==> src/design/sdrd_pkg.sv <==
// shared types and constants for the sd spi block read receiver
package sdrd_pkg;

    localparam int BLOCK_BYTES = 512;
    localparam int CNT_W       = $clog2(BLOCK_BYTES);
    localparam int MAX_RESULTS = 6;
    localparam int QCNT_W      = $clog2(MAX_RESULTS + 1);
    localparam int CRC7_MSG_W  = 40;

    localparam logic [7:0]  OP_READ_SINGLE = 8'h51;
    localparam logic [7:0]  OP_READ_MULTI  = 8'h52;
    localparam logic [7:0]  TOKEN_START    = 8'hFE;
    localparam logic [7:0]  TOKEN_ERR_MASK = 8'hF0;
    localparam logic [7:0]  RESP_BUSY_MASK = 8'h80;
    localparam logic [6:0]  CRC7_POLY      = 7'h09;
    localparam logic [15:0] CRC16_POLY     = 16'h1021;

    localparam logic CMD_START = 1'b0;
    localparam logic CMD_BYTE  = 1'b1;

    typedef enum logic [2:0] {
        PH_IDLE,
        PH_RESP,
        PH_TOKEN,
        PH_DATA,
        PH_CRC_HI,
        PH_CRC_LO
    } t_phase;

    typedef enum logic [2:0] {
        KIND_CMD    = 3'd0,
        KIND_DATA   = 3'd1,
        KIND_CRC_OK = 3'd2,
        KIND_ERROR  = 3'd3,
        KIND_FINISH = 3'd4
    } t_kind;

    typedef enum logic [1:0] {
        ERR_NONE  = 2'd0,
        ERR_TOKEN = 2'd1,
        ERR_CRC   = 2'd2
    } t_err;

    typedef struct packed {
        logic        command;
        logic [31:0] block_address;
        logic [15:0] block_count;
        logic [7:0]  rx_byte;
    } t_item;

    typedef struct packed {
        t_kind       kind;
        logic [7:0]  value;
        logic [8:0]  byte_offset;
        logic [15:0] block_number;
        t_err        error_code;
        logic        transfer_done;
        logic        needs_stop;
        logic        last;
    } t_result;

    typedef struct packed {
        logic [QCNT_W-1:0]                 cnt;
        t_result [MAX_RESULTS-1:0]         res;
    } t_bundle;

endpackage

==> src/design/sdrd_core.sv <==
// transfer state and per-item result bundle for the block read receiver
module sdrd_core (
    input  logic              i_clk,
    input  logic              i_rst_n,
    input  logic              i_advance,
    input  sdrd_pkg::t_item   i_item,
    output sdrd_pkg::t_bundle o_bundle
);

    typedef logic [sdrd_pkg::CRC7_MSG_W-1:0][6:0] t_crc7_cols;

    // crc7 is linear: one syndrome column per message bit
    function automatic t_crc7_cols crc7_columns();
        t_crc7_cols cols;
        logic [6:0] c;
        logic       fb;
        for (int j = 0; j < sdrd_pkg::CRC7_MSG_W; j++) begin
            c = '0;
            for (int i = sdrd_pkg::CRC7_MSG_W - 1; i >= 0; i--) begin
                fb = c[6] ^ (i == j);
                c  = {c[5:0], 1'b0} ^ (fb ? sdrd_pkg::CRC7_POLY : 7'h00);
            end
            cols[j] = c;
        end
        return cols;
    endfunction

    localparam t_crc7_cols CRC7_COLS = crc7_columns();

    function automatic logic [6:0] crc7_msg(input logic [sdrd_pkg::CRC7_MSG_W-1:0] msg);
        logic [6:0] c;
        c = '0;
        for (int j = 0; j < sdrd_pkg::CRC7_MSG_W; j++) begin
            c = c ^ (msg[j] ? CRC7_COLS[j] : 7'h00);
        end
        return c;
    endfunction

    function automatic logic [15:0] crc16_byte(input logic [15:0] crc, input logic [7:0] b);
        logic [15:0] c;
        c = crc ^ {b, 8'h00};
        for (int i = 0; i < 8; i++) begin
            c = c[15] ? ({c[14:0], 1'b0} ^ sdrd_pkg::CRC16_POLY) : {c[14:0], 1'b0};
        end
        return c;
    endfunction

    function automatic sdrd_pkg::t_result mk_res(
        input sdrd_pkg::t_kind kind,
        input logic [7:0]      value,
        input logic [8:0]      offset,
        input logic [15:0]     blk,
        input sdrd_pkg::t_err  err,
        input logic            done,
        input logic            stop,
        input logic            last
    );
        sdrd_pkg::t_result r;
        r.kind          = kind;
        r.value         = value;
        r.byte_offset   = offset;
        r.block_number  = blk;
        r.error_code    = err;
        r.transfer_done = done;
        r.needs_stop    = stop;
        r.last          = last;
        return r;
    endfunction

    localparam logic [sdrd_pkg::CNT_W-1:0] LAST_BYTE = sdrd_pkg::CNT_W'(sdrd_pkg::BLOCK_BYTES - 1);

    sdrd_pkg::t_phase              r_phase, n_phase;
    logic [sdrd_pkg::CNT_W-1:0]    r_byte_cnt, n_byte_cnt;
    logic [15:0]                   r_cur_blk, n_cur_blk;
    logic [15:0]                   r_total, n_total;
    logic [15:0]                   r_crc, n_crc;
    logic [7:0]                    r_crc_hi, n_crc_hi;

    logic [7:0]                    frame_op;
    logic [sdrd_pkg::CRC7_MSG_W-1:0] frame_msg;
    logic [6:0]                    frame_crc;
    logic [sdrd_pkg::CNT_W+8:0]    offset_ext;
    logic [15:0]                   blk_inc;
    logic [7:0]                    b;

    always_ff @(posedge i_clk) begin
        if (!i_rst_n) begin
            r_phase    <= sdrd_pkg::PH_IDLE;
            r_byte_cnt <= '0;
            r_cur_blk  <= '0;
            r_total    <= '0;
            r_crc      <= '0;
            r_crc_hi   <= '0;
        end else if (i_advance) begin
            r_phase    <= n_phase;
            r_byte_cnt <= n_byte_cnt;
            r_cur_blk  <= n_cur_blk;
            r_total    <= n_total;
            r_crc      <= n_crc;
            r_crc_hi   <= n_crc_hi;
        end
    end

    always_comb begin
        b          = i_item.rx_byte;
        frame_op   = (i_item.block_count == 16'd1) ? sdrd_pkg::OP_READ_SINGLE
                                                   : sdrd_pkg::OP_READ_MULTI;
        frame_msg  = {frame_op, i_item.block_address};
        frame_crc  = crc7_msg(frame_msg);
        offset_ext = {9'b0, r_byte_cnt};
        blk_inc    = r_cur_blk + 16'd1;

        n_phase    = r_phase;
        n_byte_cnt = r_byte_cnt;
        n_cur_blk  = r_cur_blk;
        n_total    = r_total;
        n_crc      = r_crc;
        n_crc_hi   = r_crc_hi;
        o_bundle   = '0;

        if (i_item.command == sdrd_pkg::CMD_START) begin
            n_byte_cnt = '0;
            n_cur_blk  = '0;
            n_crc      = '0;
            n_crc_hi   = '0;
            n_total    = i_item.block_count;
            if (i_item.block_count == 16'd0) begin
                n_phase         = sdrd_pkg::PH_IDLE;
                o_bundle.cnt    = sdrd_pkg::QCNT_W'(1);
                o_bundle.res[0] = mk_res(sdrd_pkg::KIND_FINISH, 8'h00, 9'd0, 16'd0,
                                         sdrd_pkg::ERR_NONE, 1'b1, 1'b0, 1'b1);
            end else begin
                n_phase         = sdrd_pkg::PH_RESP;
                o_bundle.cnt    = sdrd_pkg::QCNT_W'(sdrd_pkg::MAX_RESULTS);
                o_bundle.res[0] = mk_res(sdrd_pkg::KIND_CMD, frame_op, 9'd0, 16'd0,
                                         sdrd_pkg::ERR_NONE, 1'b0, 1'b0, 1'b0);
                o_bundle.res[1] = mk_res(sdrd_pkg::KIND_CMD, i_item.block_address[31:24],
                                         9'd0, 16'd0, sdrd_pkg::ERR_NONE, 1'b0, 1'b0, 1'b0);
                o_bundle.res[2] = mk_res(sdrd_pkg::KIND_CMD, i_item.block_address[23:16],
                                         9'd0, 16'd0, sdrd_pkg::ERR_NONE, 1'b0, 1'b0, 1'b0);
                o_bundle.res[3] = mk_res(sdrd_pkg::KIND_CMD, i_item.block_address[15:8],
                                         9'd0, 16'd0, sdrd_pkg::ERR_NONE, 1'b0, 1'b0, 1'b0);
                o_bundle.res[4] = mk_res(sdrd_pkg::KIND_CMD, i_item.block_address[7:0],
                                         9'd0, 16'd0, sdrd_pkg::ERR_NONE, 1'b0, 1'b0, 1'b0);
                o_bundle.res[5] = mk_res(sdrd_pkg::KIND_CMD, {frame_crc, 1'b1},
                                         9'd0, 16'd0, sdrd_pkg::ERR_NONE, 1'b0, 1'b0, 1'b1);
            end
        end else begin
            unique case (r_phase)
                sdrd_pkg::PH_RESP: begin
                    if ((b & sdrd_pkg::RESP_BUSY_MASK) == 8'h00) begin
                        n_phase = sdrd_pkg::PH_TOKEN;
                    end
                end
                sdrd_pkg::PH_TOKEN: begin
                    if (b == sdrd_pkg::TOKEN_START) begin
                        n_phase    = sdrd_pkg::PH_DATA;
                        n_byte_cnt = '0;
                        n_crc      = '0;
                    end else if ((b & sdrd_pkg::TOKEN_ERR_MASK) == 8'h00) begin
                        n_phase         = sdrd_pkg::PH_IDLE;
                        o_bundle.cnt    = sdrd_pkg::QCNT_W'(1);
                        o_bundle.res[0] = mk_res(sdrd_pkg::KIND_ERROR, b, 9'd0, r_cur_blk,
                                                 sdrd_pkg::ERR_TOKEN, 1'b0, 1'b0, 1'b1);
                    end
                end
                sdrd_pkg::PH_DATA: begin
                    o_bundle.cnt    = sdrd_pkg::QCNT_W'(1);
                    o_bundle.res[0] = mk_res(sdrd_pkg::KIND_DATA, b, offset_ext[8:0], r_cur_blk,
                                             sdrd_pkg::ERR_NONE, 1'b0, 1'b0, 1'b1);
                    n_crc = crc16_byte(r_crc, b);
                    if (r_byte_cnt == LAST_BYTE) begin
                        n_byte_cnt = '0;
                        n_phase    = sdrd_pkg::PH_CRC_HI;
                    end else begin
                        n_byte_cnt = r_byte_cnt + 1'b1;
                    end
                end
                sdrd_pkg::PH_CRC_HI: begin
                    n_crc_hi = b;
                    n_phase  = sdrd_pkg::PH_CRC_LO;
                end
                sdrd_pkg::PH_CRC_LO: begin
                    o_bundle.cnt = sdrd_pkg::QCNT_W'(1);
                    if ({r_crc_hi, b} != r_crc) begin
                        n_phase         = sdrd_pkg::PH_IDLE;
                        o_bundle.res[0] = mk_res(sdrd_pkg::KIND_ERROR, 8'h00, 9'd0, r_cur_blk,
                                                 sdrd_pkg::ERR_CRC, 1'b0, 1'b0, 1'b1);
                    end else begin
                        n_cur_blk = blk_inc;
                        if (blk_inc == r_total) begin
                            n_phase         = sdrd_pkg::PH_IDLE;
                            o_bundle.cnt    = sdrd_pkg::QCNT_W'(2);
                            o_bundle.res[0] = mk_res(sdrd_pkg::KIND_CRC_OK, 8'h00, 9'd0,
                                                     r_cur_blk, sdrd_pkg::ERR_NONE,
                                                     1'b1, 1'b0, 1'b0);
                            o_bundle.res[1] = mk_res(sdrd_pkg::KIND_FINISH, 8'h00, 9'd0, 16'd0,
                                                     sdrd_pkg::ERR_NONE, 1'b1,
                                                     (r_total > 16'd1), 1'b1);
                        end else begin
                            n_phase         = sdrd_pkg::PH_TOKEN;
                            o_bundle.res[0] = mk_res(sdrd_pkg::KIND_CRC_OK, 8'h00, 9'd0,
                                                     r_cur_blk, sdrd_pkg::ERR_NONE,
                                                     1'b0, 1'b0, 1'b1);
                        end
                    end
                end
                default: begin
                    // idle: received bytes are dropped
                end
            endcase
        end
    end

endmodule

==> src/design/sdrd_outq.sv <==
// result queue: loads one bundle and shifts it out one beat at a time
module sdrd_outq (
    input  logic              i_clk,
    input  logic              i_rst_n,
    input  logic              i_load,
    input  sdrd_pkg::t_bundle i_bundle,
    input  logic              i_ready,
    output logic              o_valid,
    output sdrd_pkg::t_result o_head,
    output logic              o_free
);

    logic [sdrd_pkg::QCNT_W-1:0]              r_cnt;
    sdrd_pkg::t_result [sdrd_pkg::MAX_RESULTS-1:0] r_q;
    logic                                     beat;

    assign o_valid = (r_cnt != '0);
    assign o_head  = r_q[0];
    assign beat    = o_valid && i_ready;
    // free when empty or when the final entry leaves this cycle
    assign o_free  = (r_cnt == '0) || ((r_cnt == sdrd_pkg::QCNT_W'(1)) && i_ready);

    always_ff @(posedge i_clk) begin
        if (!i_rst_n) begin
            r_cnt <= '0;
        end else if (i_load) begin
            r_cnt <= i_bundle.cnt;
        end else if (beat) begin
            r_cnt <= r_cnt - 1'b1;
        end
    end

    always_ff @(posedge i_clk) begin
        if (i_load) begin
            r_q <= i_bundle.res;
        end else if (beat) begin
            for (int i = 0; i < sdrd_pkg::MAX_RESULTS - 1; i++) begin
                r_q[i] <= r_q[i+1];
            end
        end
    end

endmodule

==> src/design/sd_spi_block_read_receiver_unit.sv <==
// top level of the sd spi mode block read receiver
//
// input channel (i_in_valid / o_in_ready): one item per beat, either a start
// (i_command 0, with block address and count) or one byte received from the
// card (i_command 1, i_rx_byte). output channel (o_out_valid / i_out_ready):
// one result per beat, o_last marks the final result of an item.
// a start emits the six command bytes (single or multi block read with crc7),
// or one finished result when the count is zero. bytes are scanned for the
// response, the start or error token, the data bytes and the crc16 pair.
// an accepted item is held in the input register until the queue is free,
// then processed by the core, and its results are registered into the queue.
// throughput: one item per cycle while results drain as fast as they come;
// a start puts six results into the result queue, a last-block crc two.
// the six-entry result queue sets the rate: a new item is processed only when
// the queue is empty or its final entry leaves in the same cycle.
// if the receiver stalls, results wait in the queue, the input register fills
// and o_in_ready drops; nothing is lost or repeated.
// reset (synchronous, active low) empties the queue and input register and
// returns the transfer to idle with all counters and the crc cleared.
module sd_spi_block_read_receiver_unit (
    input  logic        i_clk,
    input  logic        i_rst_n,
    input  logic        i_in_valid,
    output logic        o_in_ready,
    input  logic        i_command,
    input  logic [31:0] i_block_address,
    input  logic [15:0] i_block_count,
    input  logic [7:0]  i_rx_byte,
    output logic        o_out_valid,
    input  logic        i_out_ready,
    output logic [2:0]  o_kind,
    output logic [7:0]  o_value,
    output logic [8:0]  o_byte_offset,
    output logic [15:0] o_block_number,
    output logic [1:0]  o_error_code,
    output logic        o_transfer_done,
    output logic        o_needs_stop,
    output logic        o_last
);

    // input register
    logic              r_in_valid;
    sdrd_pkg::t_item   r_in;
    logic              advance;
    logic              q_free;
    sdrd_pkg::t_bundle bundle;
    sdrd_pkg::t_result head;

    // item moves into the core once the queue can take its results
    assign advance    = r_in_valid && q_free;
    assign o_in_ready = !r_in_valid || advance;

    always_ff @(posedge i_clk) begin
        if (!i_rst_n) begin
            r_in_valid <= 1'b0;
        end else if (i_in_valid && o_in_ready) begin
            r_in_valid <= 1'b1;
        end else if (advance) begin
            r_in_valid <= 1'b0;
        end
    end

    always_ff @(posedge i_clk) begin
        if (i_in_valid && o_in_ready) begin
            r_in.command       <= i_command;
            r_in.block_address <= i_block_address;
            r_in.block_count   <= i_block_count;
            r_in.rx_byte       <= i_rx_byte;
        end
    end

    sdrd_core u_core (
        .i_clk     (i_clk),
        .i_rst_n   (i_rst_n),
        .i_advance (advance),
        .i_item    (r_in),
        .o_bundle  (bundle)
    );

    sdrd_outq u_outq (
        .i_clk    (i_clk),
        .i_rst_n  (i_rst_n),
        .i_load   (advance),
        .i_bundle (bundle),
        .i_ready  (i_out_ready),
        .o_valid  (o_out_valid),
        .o_head   (head),
        .o_free   (q_free)
    );

    // result beat fields
    assign o_kind          = head.kind;
    assign o_value         = head.value;
    assign o_byte_offset   = head.byte_offset;
    assign o_block_number  = head.block_number;
    assign o_error_code    = head.error_code;
    assign o_transfer_done = head.transfer_done;
    assign o_needs_stop    = head.needs_stop;
    assign o_last          = head.last;

    // a start with blocks to read presents the command opcode next
    a_start_cmd: assert property (@(posedge i_clk) disable iff (!i_rst_n)
        advance && (r_in.command == sdrd_pkg::CMD_START) && (r_in.block_count != 16'd0)
        |=> o_out_valid && (o_kind == sdrd_pkg::KIND_CMD) && !o_last)
        else $error("start did not present a command byte");

    // a zero-count start gives a lone finished result
    a_zero_count: assert property (@(posedge i_clk) disable iff (!i_rst_n)
        advance && (r_in.command == sdrd_pkg::CMD_START) && (r_in.block_count == 16'd0)
        |=> o_out_valid && (o_kind == sdrd_pkg::KIND_FINISH) && o_last && o_transfer_done)
        else $error("zero-count start did not finish at once");

    // stop request only rides on a finished result
    a_stop_kind: assert property (@(posedge i_clk) disable iff (!i_rst_n)
        o_out_valid && o_needs_stop
        |-> (o_kind == sdrd_pkg::KIND_FINISH) && o_transfer_done)
        else $error("needs_stop on a result that is not finished");

    // data beats never carry an error or done flag
    a_data_clean: assert property (@(posedge i_clk) disable iff (!i_rst_n)
        o_out_valid && (o_kind == sdrd_pkg::KIND_DATA)
        |-> (o_error_code == sdrd_pkg::ERR_NONE) && !o_transfer_done && o_last)
        else $error("data beat carries status");

endmodule
==> config.mk <==
export PLATFORM = sky130hd
export DESIGN_NAME = sd_spi_block_read_receiver_unit
export DESIGN_NICKNAME = d
export VERILOG_FILES = /design/src/design/sdrd_pkg.sv /design/src/design/sdrd_core.sv /design/src/design/sdrd_outq.sv /design/src/design/sd_spi_block_read_receiver_unit.sv
export SDC_FILE = /design/constraint.sdc
export NUM_CORES = 1
export LEC_CHECK = 0
export BUFFER_PORTS_ARGS = -buffer_cell sky130_fd_sc_hd__buf_2
export CAP_MARGIN = 20
export CORE_MARGIN = 5
export CORE_UTILIZATION = 54
export CTS_BUF_LIST = sky130_fd_sc_hd__clkbuf_4 sky130_fd_sc_hd__clkbuf_8
export DETAILED_ROUTE_END_ITERATION = 16
export PLACE_DENSITY_LB_ADDON = 0.25
export SYNTH_ARGS = -nofsm -noshare
export SYNTH_HDL_FRONTEND = slang
export SYNTH_SLANG_ARGS = --single-unit
==> constraint.sdc <==
create_clock -name i_clk -period 3.6 [get_ports i_clk]
set_input_delay 0.18 -clock i_clk [delete_from_list [all_inputs] [get_ports i_clk]]
set_output_delay 0.18 -clock i_clk [all_outputs]
set_load 0.05 [all_outputs]
==> qor.yml <==
logic_synthesis:
  synth_nets: 978
  synthDistinctLibCells: 72
  synth-edff-count: 144
  avgSynthCellArea_sq_um: 11.2
  synth-async-reset-ratio: 0
  syn_area_sq_um: 10200
  yosys_warnings: 0
  synth_seq_cells: 216
  syn_inst: 911
  seq_area_frac_synth: 0.565
  synth_ff_type: "edfxtp_1"
floorplanning:
  row_count: 50
  die_x_microns: 147
  ios: 104
  die-area_sq_um: 21700
  start_util: 0.547
  core_sq_um: 18600
  die_h_microns: 147
placed_design:
  portBuffers: 103
  dp_hpwl_mm: 14.3
  dpl-instance-area_sq_um: 10600
  gp_congestion: 0.907
timing:
  hold_viol_final: 0
  clock_skew_ns: 0.0140
  whs_ns: 0.0954
  relSlewSlack: 0.333
  period_share: 0.865
  worst_pin_slew_ns: 1.00
  rsz0062_at_grt: "false"
  fin_crit_ns: 3.11
  slew_viol_final: 0
  finalSetupViolations: 0
  finalSetupTns_ns: 0
  max_freq_ghz: 0.321
route:
  avgRoutedWirePerCell_microns: 17.0
  drt-total-wl_mm: 22.1
  vias_per_cell: 5.49
  drtIter0Drc: 490
  drc_errors: 0
  drtAntennaViolNets: 0
  drt_pre_antenna_iters: 5
  vias: 7108
pwr:
  p_leak_nw: 4.41
  vdd_ir_drop_max_mv: 0.401
  powerDensity_nw_per_um2: 680
critical_path:
  path_cells: "ha_1 > nand4_2 > or4_1 > a21oi_1 > o32ai_1 > nor4_2 > nor2_1 > a211o_1"
  cp-end-kind: "flip-flop"
  worstPathMaxFanout: 9
  crit_required_ns: 3.87
  path_class: "flip-flop to flip-flop"
  r2r_slack_ns: 0.49
  cp_slowest_cell: "or4_1"
  critPathLaunchType: "flip-flop"
  max_stage_delay_ns: 0.56
  arrival_ns: 3.38
grt:
  grt_max_degree: 85
  track_usage: 0.203
  antenna_found_initial: 0
  grt_first_pass_wirelength_mm: 35.8
  grt_pass1_vias: 6913
  overflow: 0
worst_hold_path:
  hp-class: "input port to flip-flop"
clocking:
  clk_pin_slew_ns: 0.06
  cts_buffers: 36
  cts_tree: "yes"
  cts.hold.buffers_added: 59
  numClockSinks: 216
  root_buffer: "clkbuf_8"
  cts_resized: 0
  clock_path_buffers: 3
  h-tree-depth: 2
  insertion_delay_ns: 0.52
  post_cts_buffers: 0
flow_run:
  cap_violations: 0
final_layout:
  layout-drive-gt1-share: 0.190
  fin_area_sq_um: 11900
  syn_to_final_growth_pct: 17.0
  n_antenna_cell: 0
  nets: 1100
run_status:
  outcome: "finished clean"
## kinds of logic (layout without fill, tap and decap cells)
family	after synthesis	in the layout	synth area share
fa+ha+maj	6	6	0.00736
xor+xnor	129	129	0.112
simple gates	279	279	0.142
flops	216	216	0.565
mux	2	2	0.00208
buf+inv	104	254	0.0549
compound gates	175	175	0.117
## metal layers
metal / GRT usage / vias to the layer above / share of wire / wire (microns)
li1: - / 3499 / - / -
met1: 0.271 / 3356 / 0.44 / 9640
met2: 0.335 / 215 / 0.48 / 10600
met3: 0.0389 / 38 / 0.058 / 1280
met4: 0.0690 / 0 / 0.027 / 593
met5: 0 / - / 0 / 0
## power by group
part,internal [mW],switching (mW)
combinational,0.858,1.54
sequential,3.37,0.251
clock,1.16,0.947
## stage by stage
| step | utilization | total power, mW | worst slack (ns) | std cells |
|---|---|---|---|---|
| final | 0.640 | 8.12 | 0.487 | 1295 |
| after global routing | 0.640 | 8.52 | 0.256 | 1295 |
| after CTS | 0.639 | 8.17 | 0.488 | 1293 |
| after detailed placement | 0.569 | 6.01 | 0.490 | 1168 |
| after global placement | 0.569 | 5.98 | 0.588 | 1168 |
| after floorplan | - | 5.64 | 0.457 | 911 |
## registers in the layout, indices dropped and copies added (netlist names), 3 cells and up
| name | flops |
|---|---|
| u_core.r_cur_blk | 16 |
| u_outq.o_head | 41 |
| u_core.r_total | 16 |
| r_in | 57 |
| u_core.r_phase | 3 |
| u_core.r_crc | 16 |
| u_core.r_crc_hi | 8 |
| u_outq.r_cnt | 3 |
| u_core.r_byte_cnt | 9 |
| u_outq.r_q | 46 |
## synthesized netlist by cell type, types with 3 or more instances
cell type / n / area (sq um)
dfxtp_1: 72 / 1440
ha_1: 6 / 75.1
nand4_1: 15 / 93.8
a21o_1: 3 / 22.5
a21oi_1: 46 / 230
and3_1: 14 / 87.6
nor2_1: 43 / 161
nor4_1: 9 / 56.3
or3_2: 3 / 22.5
a21boi_0: 8 / 60.1
or4_1: 3 / 22.5
nor2b_1: 10 / 62.6
o21ai_0: 32 / 160
clkbuf_1: 43 / 161
a22oi_1: 9 / 67.6
xnor2_1: 87 / 762
and2_1: 17 / 106
xor2_1: 41 / 359
buf_4: 39 / 293
buf_2: 6 / 30.0
a211oi_1: 3 / 22.5
edfxtp_1: 144 / 4320
nor3_1: 21 / 105
inv_1: 12 / 45.0
o21a_1: 9 / 67.6
nand2b_1: 6 / 37.5
a31oi_1: 5 / 31.3
nand3_1: 35 / 175
o211ai_1: 3 / 22.5
nor3b_1: 3 / 22.5
nand2_1: 77 / 289
nand3b_1: 3 / 22.5
a22o_1: 34 / 298
or3_1: 3 / 18.8
## final timing paths
path	start	endpoint	depth (start not counted)
hold / removal	i_rst_n	u_core.r_cur_blk[3]$_SDFFE_PN0P_	2
setup / recovery	u_core.r_cur_blk[0]$_SDFFE_PN0P_	u_outq.o_head[0]$_DFFE_PP_	8
hold reg to reg	u_core.r_byte_cnt[8]$_SDFFE_PN0P_	u_core.r_byte_cnt[8]$_SDFFE_PN0P_	2
setup reg to reg	u_core.r_cur_blk[0]$_SDFFE_PN0P_	u_outq.o_head[0]$_DFFE_PP_	8
## cells in the final DEF, fill, tap and decap left out, drive strengths merged, types with 4 or more instances in the layout
master and instances:
a211oi 4, a21boi 9, a21o 4, a21oi 46, a22o 34, a22oi 9, a31oi 5, and2 19
and3 15, buf 117, clkbuf 54, clkinv 10, dfxtp 72, dlygate4sd3 59, edfxtp 144, ha 6
inv 12, nand2 77, nand2b 6, nand3 36, nand4 17, nor2 43, nor2b 10, nor3 21
nor4 11, o21a 9, o21ai 33, or2 4, or3 6, xnor2 87, xor2 41
## worst max-delay path, delay by kind of cell (launching register included)
family	cells	cell delay, ns
fa+ha+maj	1	0.38
simple gates	4	1.44
flops	1	0.48
compound gates	3	0.57
## layout make-up
type / instances / area, sq um
clock inverters: 12 / 57.6
repair buffers: 176 / 1240
flip-flops and latches: 216 / 5770
inverters: 12 / 45.0
fillers: 1475 / 6710
well taps: 234 / 293
clock buffers: 54 / 649
multi-input cells: 591 / 3890
No activity file was read; power rests on OpenSTA's default activity.
